`src/hw/rtl/icrf_pkg.sv`:
```
// ----------------------------------------------------------------------------
// icrf_pkg
// Shared types, constants and helpers of the interrupt controller register
// file: register map, access kinds and priority word geometry.
// ----------------------------------------------------------------------------
package icrf_pkg;

  // number of interrupts served by the bank (1 to 64)
  localparam int unsigned IrqCount  = 48;
  // priority words, four bytes each
  localparam int unsigned PrioWords = (IrqCount + 3) / 4;
  localparam int unsigned PrioIdxW  = (PrioWords > 1) ? $clog2(PrioWords) : 1;

  localparam int unsigned OffW  = 10;
  localparam int unsigned WordW = 32;
  localparam int unsigned ActW  = 64;

  // register map, byte offsets
  localparam logic [OffW-1:0] OffSetEnable  = 10'h000;
  localparam logic [OffW-1:0] OffClrEnable  = 10'h080;
  localparam logic [OffW-1:0] OffSetPending = 10'h100;
  localparam logic [OffW-1:0] OffClrPending = 10'h180;
  localparam logic [OffW-1:0] OffActive     = 10'h200;
  localparam logic [OffW-1:0] OffPrioBase   = 10'h300;
  localparam logic [OffW-1:0] OffPrioEnd    = OffW'(32'h300 + 4 * PrioWords);
  // bits that may be set in an offset of the bit-vector windows
  localparam logic [OffW-1:0] OffMapBits    = 10'h384;
  // bit that picks the upper word of a window
  localparam logic [OffW-1:0] OffHighBit    = 10'h004;

  // access kind of a request
  typedef enum logic {
    ReqRead  = 1'b0,
    ReqWrite = 1'b1
  } req_type_e;

  // target of a request after decode
  typedef enum logic [2:0] {
    TgtNone     = 3'd0,
    TgtSetEn    = 3'd1,
    TgtClrEn    = 3'd2,
    TgtSetPend  = 3'd3,
    TgtClrPend  = 3'd4,
    TgtActive   = 3'd5,
    TgtPrio     = 3'd6
  } target_e;

  // decoded request, passed from the decoder to the bank
  typedef struct packed {
    target_e               target;
    logic                  high;
    logic [PrioIdxW-1:0]   prio_idx;
  } dec_t;

  // byte lanes of a priority word that belong to existing interrupts
  function automatic logic [WordW-1:0] prio_mask(logic [PrioIdxW-1:0] idx);
    logic [WordW-1:0] mask;
    mask = '0;
    for (int unsigned i = 0; i < 4; i++) begin
      if ((int'(idx) * 4 + i) < IrqCount) begin
        mask[8*i +: 8] = 8'hFF;
      end
    end
    return mask;
  endfunction

endpackage

```
`src/hw/rtl/icrf_decode.sv`:
```
// ----------------------------------------------------------------------------
// icrf_decode
// Offset decoder: maps a byte offset to a register window, the word half
// and the priority word index.
// ----------------------------------------------------------------------------
module icrf_decode (
  input  logic [icrf_pkg::OffW-1:0] offset_i,
  output icrf_pkg::dec_t            dec_o
);
  import icrf_pkg::*;

  logic            prio_hit;
  logic            map_hit;
  logic [OffW-1:0] page;
  logic [OffW-1:0] prio_rel;

  // priority window takes any alignment, other windows need aligned words
  assign prio_hit = (offset_i >= OffPrioBase) && (offset_i < OffPrioEnd);
  assign map_hit  = (offset_i[1:0] == 2'b00) && ((offset_i & ~OffMapBits) == '0);
  assign page     = offset_i & ~OffHighBit;
  assign prio_rel = offset_i - OffPrioBase;

  always_comb begin
    dec_o          = '0;
    dec_o.target   = TgtNone;
    dec_o.high     = offset_i[2];
    dec_o.prio_idx = prio_rel[PrioIdxW+1:2];
    priority if (prio_hit) begin
      dec_o.target = TgtPrio;
    end else if (map_hit) begin
      unique case (page)
        OffSetEnable:  dec_o.target = TgtSetEn;
        OffClrEnable:  dec_o.target = TgtClrEn;
        OffSetPending: dec_o.target = TgtSetPend;
        OffClrPending: dec_o.target = TgtClrPend;
        OffActive:     dec_o.target = TgtActive;
        default:       dec_o.target = TgtNone;
      endcase
    end
  end

endmodule

```
`src/hw/rtl/icrf_bank.sv`:
```
// ----------------------------------------------------------------------------
// icrf_bank
// Storage of enable, pending and priority state, with write update and
// read selection for one decoded request per cycle.
// ----------------------------------------------------------------------------
module icrf_bank (
  input  logic                       clk_i,
  input  logic                       rst_ni,
  input  logic                       req_i,
  input  logic                       write_i,
  input  icrf_pkg::dec_t             dec_i,
  input  logic [icrf_pkg::WordW-1:0] write_data_i,
  input  logic [icrf_pkg::ActW-1:0]  active_flags_i,
  output logic [icrf_pkg::WordW-1:0] read_data_o
);
  import icrf_pkg::*;

  logic [IrqCount-1:0] enable_q, enable_d;
  logic [IrqCount-1:0] pending_q, pending_d;
  logic [WordW-1:0]    prio_q [PrioWords];

  logic [2*WordW-1:0]  spread_w;
  logic [IrqCount-1:0] spread;
  logic [2*WordW-1:0]  enable_w, pending_w, active_w;
  logic                do_write;
  logic [WordW-1:0]    prio_wmask;

  // write data placed on the addressed word half
  assign spread_w = dec_i.high ? {write_data_i, {WordW{1'b0}}}
                               : {{WordW{1'b0}}, write_data_i};
  assign spread   = spread_w[IrqCount-1:0];
  assign do_write = req_i && write_i;

  // set and clear updates of the bit vectors
  always_comb begin
    enable_d  = enable_q;
    pending_d = pending_q;
    if (do_write) begin
      unique case (dec_i.target)
        TgtSetEn:   enable_d  = enable_q | spread;
        TgtClrEn:   enable_d  = enable_q & ~spread;
        TgtSetPend: pending_d = pending_q | spread;
        TgtClrPend: pending_d = pending_q & ~spread;
        default: ;
      endcase
    end
  end

  always_ff @(posedge clk_i or negedge rst_ni) begin
    if (!rst_ni) begin
      enable_q  <= '0;
      pending_q <= '0;
    end else begin
      enable_q  <= enable_d;
      pending_q <= pending_d;
    end
  end

  // priority words, bytes past the last interrupt stay zero
  assign prio_wmask = prio_mask(dec_i.prio_idx);

  always_ff @(posedge clk_i or negedge rst_ni) begin
    if (!rst_ni) begin
      for (int unsigned w = 0; w < PrioWords; w++) begin
        prio_q[w] <= '0;
      end
    end else if (do_write && (dec_i.target == TgtPrio)) begin
      prio_q[dec_i.prio_idx] <= write_data_i & prio_wmask;
    end
  end

  // read selection
  assign enable_w  = (2*WordW)'(enable_q);
  assign pending_w = (2*WordW)'(pending_q);
  assign active_w  = active_flags_i & (2*WordW)'({IrqCount{1'b1}});

  always_comb begin
    unique case (dec_i.target)
      TgtSetEn, TgtClrEn:
        read_data_o = dec_i.high ? enable_w[2*WordW-1:WordW] : enable_w[WordW-1:0];
      TgtSetPend, TgtClrPend:
        read_data_o = dec_i.high ? pending_w[2*WordW-1:WordW] : pending_w[WordW-1:0];
      TgtActive:
        read_data_o = dec_i.high ? active_w[2*WordW-1:WordW] : active_w[WordW-1:0];
      TgtPrio:
        read_data_o = prio_q[dec_i.prio_idx];
      default:
        read_data_o = '0;
    endcase
  end

endmodule

```
`src/hw/rtl/interrupt_controller_register_file_core.sv`:
```
// ----------------------------------------------------------------------------
// interrupt_controller_register_file_core
// Bus side of an interrupt controller register bank: set/clear enable and
// pending windows, a read-only active window and packed priority bytes.
// ----------------------------------------------------------------------------
// A request is taken on any cycle with start_i high; busy_o is never raised,
// so one request per clock is sustained. Each request gives exactly one
// result, passed through an input register, then the decode, state update
// and read mux, then the result register, and shown for one cycle with
// valid_o. The receiver cannot stall. Writes return zero, and a request
// sees all state written by the requests before it.
module interrupt_controller_register_file_core (
  input  logic                       clk_i,
  input  logic                       rst_ni,
  input  logic                       start_i,
  output logic                       busy_o,
  input  logic                       req_type_i,
  input  logic [icrf_pkg::OffW-1:0]  offset_i,
  input  logic [icrf_pkg::WordW-1:0] write_data_i,
  input  logic [icrf_pkg::ActW-1:0]  active_flags_i,
  output logic                       valid_o,
  output logic [icrf_pkg::WordW-1:0] read_data_o
);
  import icrf_pkg::*;

  logic             req_q;
  logic             write_q;
  logic [OffW-1:0]  offset_q;
  logic [WordW-1:0] wdata_q;
  logic [ActW-1:0]  active_q;
  logic             valid_q;
  logic [WordW-1:0] rdata_q;
  logic [WordW-1:0] bank_rdata;
  dec_t             dec;

  assign busy_o = 1'b0;

  // input register
  always_ff @(posedge clk_i or negedge rst_ni) begin
    if (!rst_ni) begin
      req_q <= 1'b0;
    end else begin
      req_q <= start_i && !busy_o;
    end
  end

  always_ff @(posedge clk_i) begin
    if (start_i && !busy_o) begin
      write_q  <= (req_type_i == ReqWrite);
      offset_q <= offset_i;
      wdata_q  <= write_data_i;
      active_q <= active_flags_i;
    end
  end

  icrf_decode u_decode (
    .offset_i (offset_q),
    .dec_o    (dec)
  );

  icrf_bank u_bank (
    .clk_i          (clk_i),
    .rst_ni         (rst_ni),
    .req_i          (req_q),
    .write_i        (write_q),
    .dec_i          (dec),
    .write_data_i   (wdata_q),
    .active_flags_i (active_q),
    .read_data_o    (bank_rdata)
  );

  // result register
  always_ff @(posedge clk_i or negedge rst_ni) begin
    if (!rst_ni) begin
      valid_q <= 1'b0;
    end else begin
      valid_q <= req_q;
    end
  end

  always_ff @(posedge clk_i) begin
    if (req_q) begin
      rdata_q <= write_q ? '0 : bank_rdata;
    end
  end

  assign valid_o     = valid_q;
  assign read_data_o = rdata_q;

  // every taken request gives a result through the input and result registers
  assert property (@(posedge clk_i) disable iff (!rst_ni)
    (start_i && !busy_o) |=> ##1 valid_o)
    else $error("request taken without a result");

  // no result without an earlier request taken through the input register
  assert property (@(posedge clk_i) disable iff (!rst_ni)
    valid_o |-> $past(start_i && !busy_o, 2))
    else $error("result without a request");

  // a write always returns zero
  assert property (@(posedge clk_i) disable iff (!rst_ni)
    (req_q && write_q) |=> (read_data_o == '0))
    else $error("write returned non-zero data");

endmodule
```
`config.mk`:
```
export PLATFORM = sky130hd
export DESIGN_NAME = interrupt_controller_register_file_core
export DESIGN_NICKNAME = d
export VERILOG_FILES = /design/src/hw/rtl/icrf_pkg.sv /design/src/hw/rtl/icrf_decode.sv /design/src/hw/rtl/icrf_bank.sv /design/src/hw/rtl/interrupt_controller_register_file_core.sv
export SDC_FILE = /design/constraint.sdc
export NUM_CORES = 1
export LEC_CHECK = 0
export BUFFER_PORTS_ARGS = -buffer_cell sky130_fd_sc_hd__buf_2
export CAP_MARGIN = 10
export CORE_MARGIN = 8
export CORE_UTILIZATION = 55
export DETAILED_ROUTE_END_ITERATION = 16
export GPL_TIMING_DRIVEN = 0
export PLACE_DENSITY_LB_ADDON = 0.3
export SYNTH_ARGS = -nofsm -noshare
export SYNTH_HDL_FRONTEND = slang
export SYNTH_SLANG_ARGS = --single-unit
```
`constraint.sdc`:
```
create_clock -name clk_i -period 4.5 [get_ports clk_i]
set_clock_uncertainty 0.15 [all_clocks]
set_input_delay 0.9 -clock clk_i [delete_from_list [all_inputs] [get_ports clk_i]]
set_output_delay 0.9 -clock clk_i [all_outputs]
set_load 0.02 [all_outputs]
```
Word level (Yosys, flattened, before mapping) --
Cells that the tools add are included. W data, S select, Z words.
Word-level totals: flip-flop bits (word level) 605, bits of input ports 110, output and inout port bits 34, logic and storage cells 84
Operators by class: add/sub/neg operators 4, $lt $le $gt $ge 8, equality and inequality tests 10, muxes and demuxes 20, bitwise gates (word level) 7, reduce and logical (&&, ||, !) cells 14
Operators by type and width (number):
- $bwmux W384 | 1
- $mux W32 | 6
- $pmux W48 S2 | 2
- $bmux W32 S4 | 1
- $demux W32 S4 | 1
- $pmux W32 S4 | 1
- $and A48 B48 Y48 | 2
- $lt A32 B6 Y1 const B | 3
- $or A48 B48 Y48 | 2
- $mux W48 | 1
- $not A48 Y48 | 1
- $and A32 B32 Y32 | 1
- $mux W8 | 4
- $logic_not A10 Y1 | 2
- $eq A9 B8 Y1 const B | 2
- $pmux W3 S5 | 1
- $add A6 B2 Y7 const B | 2
- $ge A10 B10 Y1 const B | 1
- $lt A10 B10 Y1 const B | 1
- $eq A3 B3 Y1 const B | 3
- $eq A9 B7 Y1 const B | 1
- $eq A9 B9 Y1 const B | 1
- $add A6 B1 Y7 const B | 1
- $eq A3 B2 Y1 const B | 2
- 12 further kinds | 20

Depth between registers and ports, before layout --
Gate-level depths: netlist of run 1.
depth in word-level cells 7, gate-level depth with buffers 9, gate-level depth less buffers 4

Hierarchy --
Synthesis of run 1 repeated with hierarchy kept, for this count alone.
Second synthesis, totals: cells, all modules 1922, area total of the unflattened synthesis 27342.5 µm²
By module, submodules not included:
- icrf_bank | instances 1, cells each 1726, area an instance 22755.6 µm², seq. area each 12011.5 µm²
- interrupt_controller_register_file_core | instances 1, cells each 178, area an instance 4458.0 µm², seq. area each 4224.1 µm²
- icrf_decode | instances 1, cells each 18, area an instance 128.9 µm², seq. area each 0.0 µm²

Worst setup path before layout of run 1 --
OpenSTA, ideal clock, no wires.
path kind reg-to-reg, from register req_q, to register u_bank.prio_q[100] (netlist bit), library setup time 125 ps, arrival 2268 ps, required time 4225 ps, setup slack 1957 ps, cell stages (with the launch flop) 5, path buffers 1, clock period less this slack 2543 ps, cells stage by stage dfrtp_1 nand3_1 nor3b_4 buf_6 mux2_2
Between the ends: longest elaborated chain between the ends 2
Ends and longest elaborated chain:
- from (decl) | RTL line interrupt_controller_register_file_core.sv:26 | logic req_q;
- from (signal assigned) | RTL line interrupt_controller_register_file_core.sv:43 | req_q <= start_i && !busy_o;
- $logic_and A1 B1 Y1 | RTL line icrf_bank.sv:32 | assign do_write = req_i && write_i;
- $logic_and A1 B1 Y1 | RTL line icrf_bank.sv:67 | end else if (do_write && (dec_i.target == TgtPrio)) begin
- to (signal, indexed assignment) | RTL line icrf_bank.sv:68 | prio_q[dec_i.prio_idx] <= write_data_i & prio_wmask;
- to (decl) | RTL line icrf_bank.sv:20 | logic [WordW-1:0] prio_q [PrioWords];
No other way between the ends. A chain may end at the register's enable or synchronous reset.

Worst setup path after layout of run 1 --
from register offset_q[2], to register rdata_q[4], in the netlist read_data_o[4] (data pin)
Between the ends: longest elaborated chain between the ends 6, elaborated cells between the ends (all ways) 21, classes of those cells add/sub (1); order compare (2); eq/ne (6); mux (8); bitwise (1); reduce/logical (3)
Ends and longest elaborated chain:
- from (decl) | RTL line interrupt_controller_register_file_core.sv:28 | logic [OffW-1:0] offset_q;
- from (signal assigned) | RTL line interrupt_controller_register_file_core.sv:50 | offset_q <= offset_i;
- $sub A6 B1 Y6, or another cell as far along | RTL line icrf_decode.sv:21 | assign prio_rel = offset_i - OffPrioBase;
- $not A4 Y5 (implied by the code) / $logic_and A1 B1 Y1 (equally long branches) | RTL line icrf_bank.sv:86, icrf_decode.sv:18
- $bmux W32 S4 / $mux W3 (equally long branches) | RTL line icrf_bank.sv:86, icrf_decode.sv:28
- $mux W32 (implied by the code), or another cell as far along | RTL line icrf_bank.sv:86 | read_data_o = prio_q[dec_i.prio_idx];
- $mux W32 (implied by the code) / $reduce_or A2 Y1 (equally long branches) | RTL line icrf_bank.sv:86, icrf_bank.sv:78
- $pmux W32 S4 * | RTL line icrf_bank.sv:78 | unique case (dec_i.target)
- to (signal assigned) | RTL line interrupt_controller_register_file_core.sv:83 | rdata_q <= write_q ? '0 : bank_rdata;
- to (decl) | RTL line interrupt_controller_register_file_core.sv:32 | logic [WordW-1:0] rdata_q;
Every way passes the cells marked *; elsewhere a longest branch is shown, timed or not. The select of a mux whose other input is x is not followed.

==> run metrics, run 1 <==
Power Total ~12 mW; drt first pass iters 5; Final nets ~2400; WL/cell about 25 µm; cts repair resizes 0; Num Clock Sinks 605; RSZ-0062 raised after global routing no; FFs w/ async S/R, synth between 70% and 80%; via count between 15000 and 20000; initial antenna violation count 0; largest net degree at the start of global routing between 100 and 150; # DRC 0; Max Clk Rate between 300 and 400 MHz; leading area contributor after synthesis dfrtp_1; # IOs between 100 and 150; setup TNS 0 ns; syn_nets 2165; multi-input logic area 9800 µm²; Slew HR a little under half; FF+latch count, synth 605; placed cells 2802; placed inst area 28100 µm²; non-filler instance count after layout 2914; Worst-Margin Slew 0.782 ns; WL final slightly above 70 mm; die footprint around 56000 µm²; CTS root buffer clkbuf_16; average cell area after synthesis ~13 µm²; status complete, no violations; register area 15800 µm²; drt initial violations slightly below 2000; final worst slack 1.51 ns; fin crit share between 60% and 70%; vias in the first global route between 15000 and 20000; post-synthesis cell count a little over 2000; EDFF count, synth approximately 120; CTS Hold Buffers Added 0; VDD IR max ~0.00030 V; Row Count 80; post-synth design cell area ~27000 µm²; Clock Pin Slew Worst Setup and Hold Paths approximately 0.060 ns; worst min path class primary input to async pin; post-route cell area around 30000 µm²; Fill cells 3499; total gr overflow 0; post-synth top area share a little under half; type of origin of the critical path register; Final setup viols 0; Post-synth top flop dfrtp_1; core area 47700 µm²; CP Capture Type register; DRT antenna net count 0; Fin. Hold Viols 0; Warnings, synthesis 0; H-tree depth 2; share of post-route cells with drive strength above 1 27.3%; crit path time final 2.99 ns; crit path DAT 3.16 ns; CTS Buffer Depth 3; initial core utilization 55.6%; overall routing resource usage between 20% and 30%; Final Max Slew Viols 0; power density over the cells ~390 nW/µm²; Yosys cell types between 40 and 50; Num CTS Buffers 60; CTS tree yes; worst-path maximum fanout 10; Leakage about 13 nW; DP HPWL 51.8 mm; first-pass GRT wire length ~110 mm; setup repair bufs after CTS 0; ranking of synthesized cells by area dfrtp_1 45%, edfxtp_1 14%, mux2_2 8.8%, mux4_2 8.1%, nand2_1 5.0%; gp weighted congestion between 0.9 and 1; Die H about 240 µm; input/output buffers 126; clock latency on the worst-skew pair roughly 0.63 ns; crit path kind register to register; dpl ws around 1.6 ns; area grow syn2layout 13.6%; vias per inst around 6.3; Die W around 240 µm; Max-Cap Viols 0; Req. time, crit path ~4.7 ns; sequential area share after synthesis around three fifths
==> logic make-up after synthesis <==
| kind of cell | synth area share (%) |
|---|---|
| compound gates | 9.81 |
| buf+inv | 3.80 |
| flops | 59.3 |
| mux | 19.5 |
| other cells | 0.0141 |
| simple gates | 7.61 |
==> layout make-up <==
| class | instances | area share, % |
|---|---|---|
| repair buffers | 132 | 2.65 |
| well taps | 615 | 2.55 |
| plain buffers | 185 | 3.34 |
| diodes | 1 | 0.00829 |
| multi-input cells | 1265 | 32.5 |
| flip-flops and latches | 605 | 52.2 |
| clock buffers | 94 | 6.38 |
| clock inverters | 17 | 0.410 |
==> cell usage after synthesis (2+ instances only) <==
master       n
mux2_1      16
dfrtp_1    482
nor3_1      16
buf_8        6
nand4b_4     2
o21ai_0    261
nand4b_2     2
buf_1       20
a31oi_1     96
buf_6       17
mux2i_1     48
clkbuf_1    85
nand2_1    353
nand2b_1     2
a211oi_1    32
buf_2       36
and2_1      36
mux2_2     208
and4_1       3
nand4bb_1    3
edfxtp_1   123
and2b_1      2
o21ai_1     11
mux4_2      95
and4b_1      4
clkbuf_2     2
o22ai_1     16
and3_1       3
nor2_1       3
and2_0       2
a22oi_1     16
a222oi_1    16
nor3b_4      2
nand3_1      3
buf_4       19
==> per-stage QoR <==
step | hold slack (ns) | util (%)
after global routing | 0.107 | 63.2
after CTS | 0.0848 | 63.2
after global placement | 0.306 | 58.6
after detailed placement | 0.315 | 58.9
after floorplan | 0.292 | -
final | 0.0825 | 63.2
==> critical path, stage by stage, from the launching register on <==
cell	delay, ns
edfxtp_1	0.33
buf_4	0.19
buf_8	0.20
buf_6	0.20
buf_8	0.19
buf_8	0.22
mux2i_1	0.23
o22ai_1	0.09
o21ai_0	0.61
a211oi_1	0.24
==> where the power goes <==
| group | total (mW) | internal [mW] | switching (mW) |
|---|---|---|---|
| registers | 5.91 | 5.79 | 0.118 |
| clock network | 5.11 | 2.98 | 2.13 |
| logic | 0.889 | 0.309 | 0.580 |
| total | 11.9 | 9.08 | 2.83 |
==> routing by layer <==
metal | share of wire [%] | track usage (%)
met1 | 41 | 35.4
met2 | 49 | 42.4
met3 | 7.8 | 4.61
met4 | 2.8 | 7.67
met5 | 0 | 0
==> cells in the final DEF, fill, tap and decap left out, drive strengths merged, types with 2 or more instances in the layout <==
cell / netlist / final
mux2i: 48 / 48
mux4: 96 / 96
mux2: 224 / 224
o22ai: 16 / 16
edfxtp: 123 / 123
a31oi: 96 / 96
clkinv: 0 / 15
and4b: 4 / 4
nor3: 16 / 16
and2b: 2 / 2
nand2b: 2 / 2
nand4b: 4 / 4
a222oi: 16 / 16
nand4bb: 3 / 3
dfrtp: 482 / 482
nand2: 353 / 353
nor3b: 3 / 3
and4: 3 / 3
nor2: 3 / 3
and3: 3 / 3
nand3: 4 / 4
and4bb: 2 / 2
clkbuf: 87 / 181
o21ai: 272 / 272
a211oi: 32 / 32
a22oi: 16 / 16
buf: 98 / 230
and2: 38 / 38
==> path summary, 6_finish.rpt <==
check / from / to / slack [ns] / cells after the start
max in group asynchronous: rst_ni / u_bank.prio_q[252] / 3.03 / 2
min: rst_ni / async pin / 0.08 / 1
max: offset_q[2] / read_data_o[4] / 1.51 / 9
min in group clk_i: offset_i[6] / offset_q[6] / 0.29 / 1
min reg2reg: u_bank.prio_q[128] / u_bank.prio_q[128] / 0.32 / 2
max reg2reg: offset_q[2] / read_data_o[4] / 1.51 / 9
(Power assumes the default switching activity.)
==> inputs of run 2 (changes only) <==
==> constraint.sdc (replaced) <==
create_clock -name clk_i -period 2.6 [get_ports clk_i]
set_clock_uncertainty 0.15 [all_clocks]
set_input_delay 0.52 -clock clk_i [delete_from_list [all_inputs] [get_ports clk_i]]
set_output_delay 0.52 -clock clk_i [all_outputs]
set_load 0.02 [all_outputs]
==> run 2 against run 1 <==
Sequential share of layout area shrank 1.9 points. Design area up 3.9%. Maximum frequency grew 16%. Final cell count up 3.3%. Clock-buffer cell count stayed put. Clock power increased by 74%. Sequential power up 73%. Total power rose by 75%. Non-clock buffer count grew 94. Critical path depth fell by 4. Critical path type unchanged. Largest power group unchanged.
==> run metrics, run 2 (synthesized netlist as in run 1, its figures left out) <==
Row Count 80 (unchanged); Critical-path top delay cell edfxtp_1 (was o21ai_0); CTS root buffer clkbuf_16 (unchanged); most frequent cells in the layout 481 x dfrtp_1, 353 x nand2_1, 253 x o21ai_0 (was 481 x dfrtp_1, 353 x nand2_1, 261 x o21ai_0); DRT antenna net count 0 (unchanged); die footprint 55600 µm² (unchanged); CP Buf/Inv Count 2 (was 5); Largest stage delay, worst path 0.53 ns (was 0.61 ns); WL final 75.6 mm (was 72.3 mm); Final Max Slew Viols 0 (unchanged); largest net degree at the start of global routing 130 (unchanged); final worst slack 0.0304 ns (was 1.51 ns); CTS tree yes (unchanged); core area 47700 µm² (unchanged); Worst-Margin Slew 0.713 ns (was 0.782 ns); Req. time, crit path 2.82 ns (was 4.67 ns); Reg power frac 49.1% (was 49.6%); Fill cells 3310 (was 3499); overall routing resource usage 27.0% (was 25.9%); Power Total 20.8 mW (was 11.9 mW); first-pass GRT wire length 117 mm (was 113 mm); Clock Pin Slew Worst Setup and Hold Paths 0.07 ns (was 0.06 ns); via count 18800 (was 18300); gp weighted congestion 0.906 (unchanged); Num CTS Buffers 60 (unchanged); dpl ws -0.315 ns (was 1.58 ns); Top delay family on crit path buffers and inverters (unchanged); status complete, no violations (unchanged); Final nets 2453 (was 2359); Internal 15.8 mW (was 9.08 mW); Die W 236 µm (unchanged); area grow syn2layout 18.0% (was 13.6%); H-tree depth 2 (unchanged); WL/cell 25.1 µm (was 24.8 µm); share of post-route cells with drive strength above 1 28.8% (was 27.3%); combinational share of power 8.2% (was 7.5%); placed inst area 28100 µm² (unchanged); initial core utilization 55.6% (unchanged); VDD IR max 0.000536 V (was 0.000304 V); commonest non-fill, non-tap cell in the layout dfrtp_1 (unchanged); Final setup viols 0 (unchanged); crit path kind register to register (unchanged); Max-Cap Viols 0 (unchanged); RSZ-0062 raised after global routing yes (was no); crit path DAT 2.79 ns (was 3.16 ns); # DRC 0 (unchanged); Fin. Hold Viols 0 (unchanged); Num Clock Sinks 605 (unchanged); most frequent CP cell buf_2 (was buf_8); power density over the cells 664 nW/µm² (was 395 nW/µm²); input/output buffers 126 (unchanged); CP Capture Type register (unchanged); worst-path cell chain buf_2 -> buf_2 -> mux4_2 -> a222oi_1 -> a211oi_1 (was buf_4 -> buf_8 -> buf_6 -> buf_8 -> buf_8 -> mux2i_1 -> o22ai_1 -> o21ai_0 -> a211oi_1); drt first pass iters 8 (was 5); vias per inst 6.26 (was 6.27); clock latency on the worst-skew pair 0.64 ns (was 0.63 ns); vias in the first global route 19600 (was 18900); Max Clk Rate 389 MHz (was 334 MHz); Sw Share 24.0% (was 23.7%); clock power share 42.7% (was 42.9%); CTS Buffer Depth 3 (unchanged); fin crit share 98.8% (was 66.5%); worst-path maximum fanout 10 (unchanged); type of origin of the critical path register (unchanged); worst min path class primary input to register (was primary input to async pin); # IOs 144 (unchanged); DP HPWL 51.8 mm (unchanged); Leakage 14.0 nW (was 13.4 nW); post-route cell area 31400 µm² (was 30200 µm²); Die H 236 µm (unchanged); crit path time final 2.57 ns (was 2.99 ns); Slew HR 52.5% (was 47.9%); drt initial violations 1978 (was 1943); total gr overflow 0 (unchanged); initial antenna violation count 3 (was 0); Net Sw Power 4.99 mW (was 2.83 mW)
-- run 2: cell type report --
class	count	area [µm²]	share of cell area, %
buffer	181	1080	3.44
timing repair buffer	230	1770	5.63
tap	615	769	2.45
multi-input combinational	1265	9920	31.7
clock inverter	17	124	0.395
sequential	605	15800	50.3
antenna	3	7.51	0.0239
clock buffer	94	1930	6.14
-- run 2: timing repair --
action | in CTS | in global routing
setup endpoints to repair | 148 | 206
resized for setup | 39 | 54
pin swaps | 2 | 3
setup buffers | 4 | 2
hold buffers | 92 | 0
hold endpoints to repair | 153 | 0
-- run 2: final timing paths --
path,depth (start not counted),from,slack [ns],endpoint
max,5,offset_q[3],0.03,read_data_o[25]
min,1,start_i,0.12,req_q
max reg2reg,5,offset_q[3],0.03,read_data_o[25]
min reg2reg,2,u_bank.prio_q[16],0.32,u_bank.prio_q[16]
max in group asynchronous,3,rst_ni,0.90,u_bank.prio_q[350]
min in group asynchronous,2,rst_ni,0.30,async pin
-- run 2: worst reg2reg max path, cell delays in order, from the launching register on --
cell and delay (ns):
edfxtp_1 0.53, buf_2 0.29, buf_2 0.36, mux4_2 0.40, a222oi_1 0.43, a211oi_1 0.15
-- run 2: through the flow --
stage	instances	util, %	setup TNS [ns]	hold slack (ns)
final	3010	65.7	0	0.119
after floorplan	2055	-	0	0.0744
after detailed placement	2802	58.9	-7.31	0.315
after global routing	3010	65.7	-0.0670	0.125
after CTS	3006	65.3	0	0.0998
after global placement	2796	58.6	-4307.41	0.306
-- run 2: power by group through the flow --
stage / clock network [mW] / logic (mW) / registers (mW)
4_1_cts: 8.93 / 1.66 / 10.2
3_3_place_gp: 0 / 1.45 / 10.4
2_1_floorplan: 0 / 0.833 / 10.3
3_5_place_dp: 0 / 1.53 / 10.4
5_1_grt: 9.31 / 1.82 / 10.3
6_report: 8.89 / 1.70 / 10.2
-- run 2: per-layer routing --
metal,vias up,global-route usage [%],wire [µm]
met4,0,9.31,2640
met3,178,5.69,6060
met5,-,0,0
met2,883,44.5,36700
met1,9694,35.6,30200
li1,8089,-,-
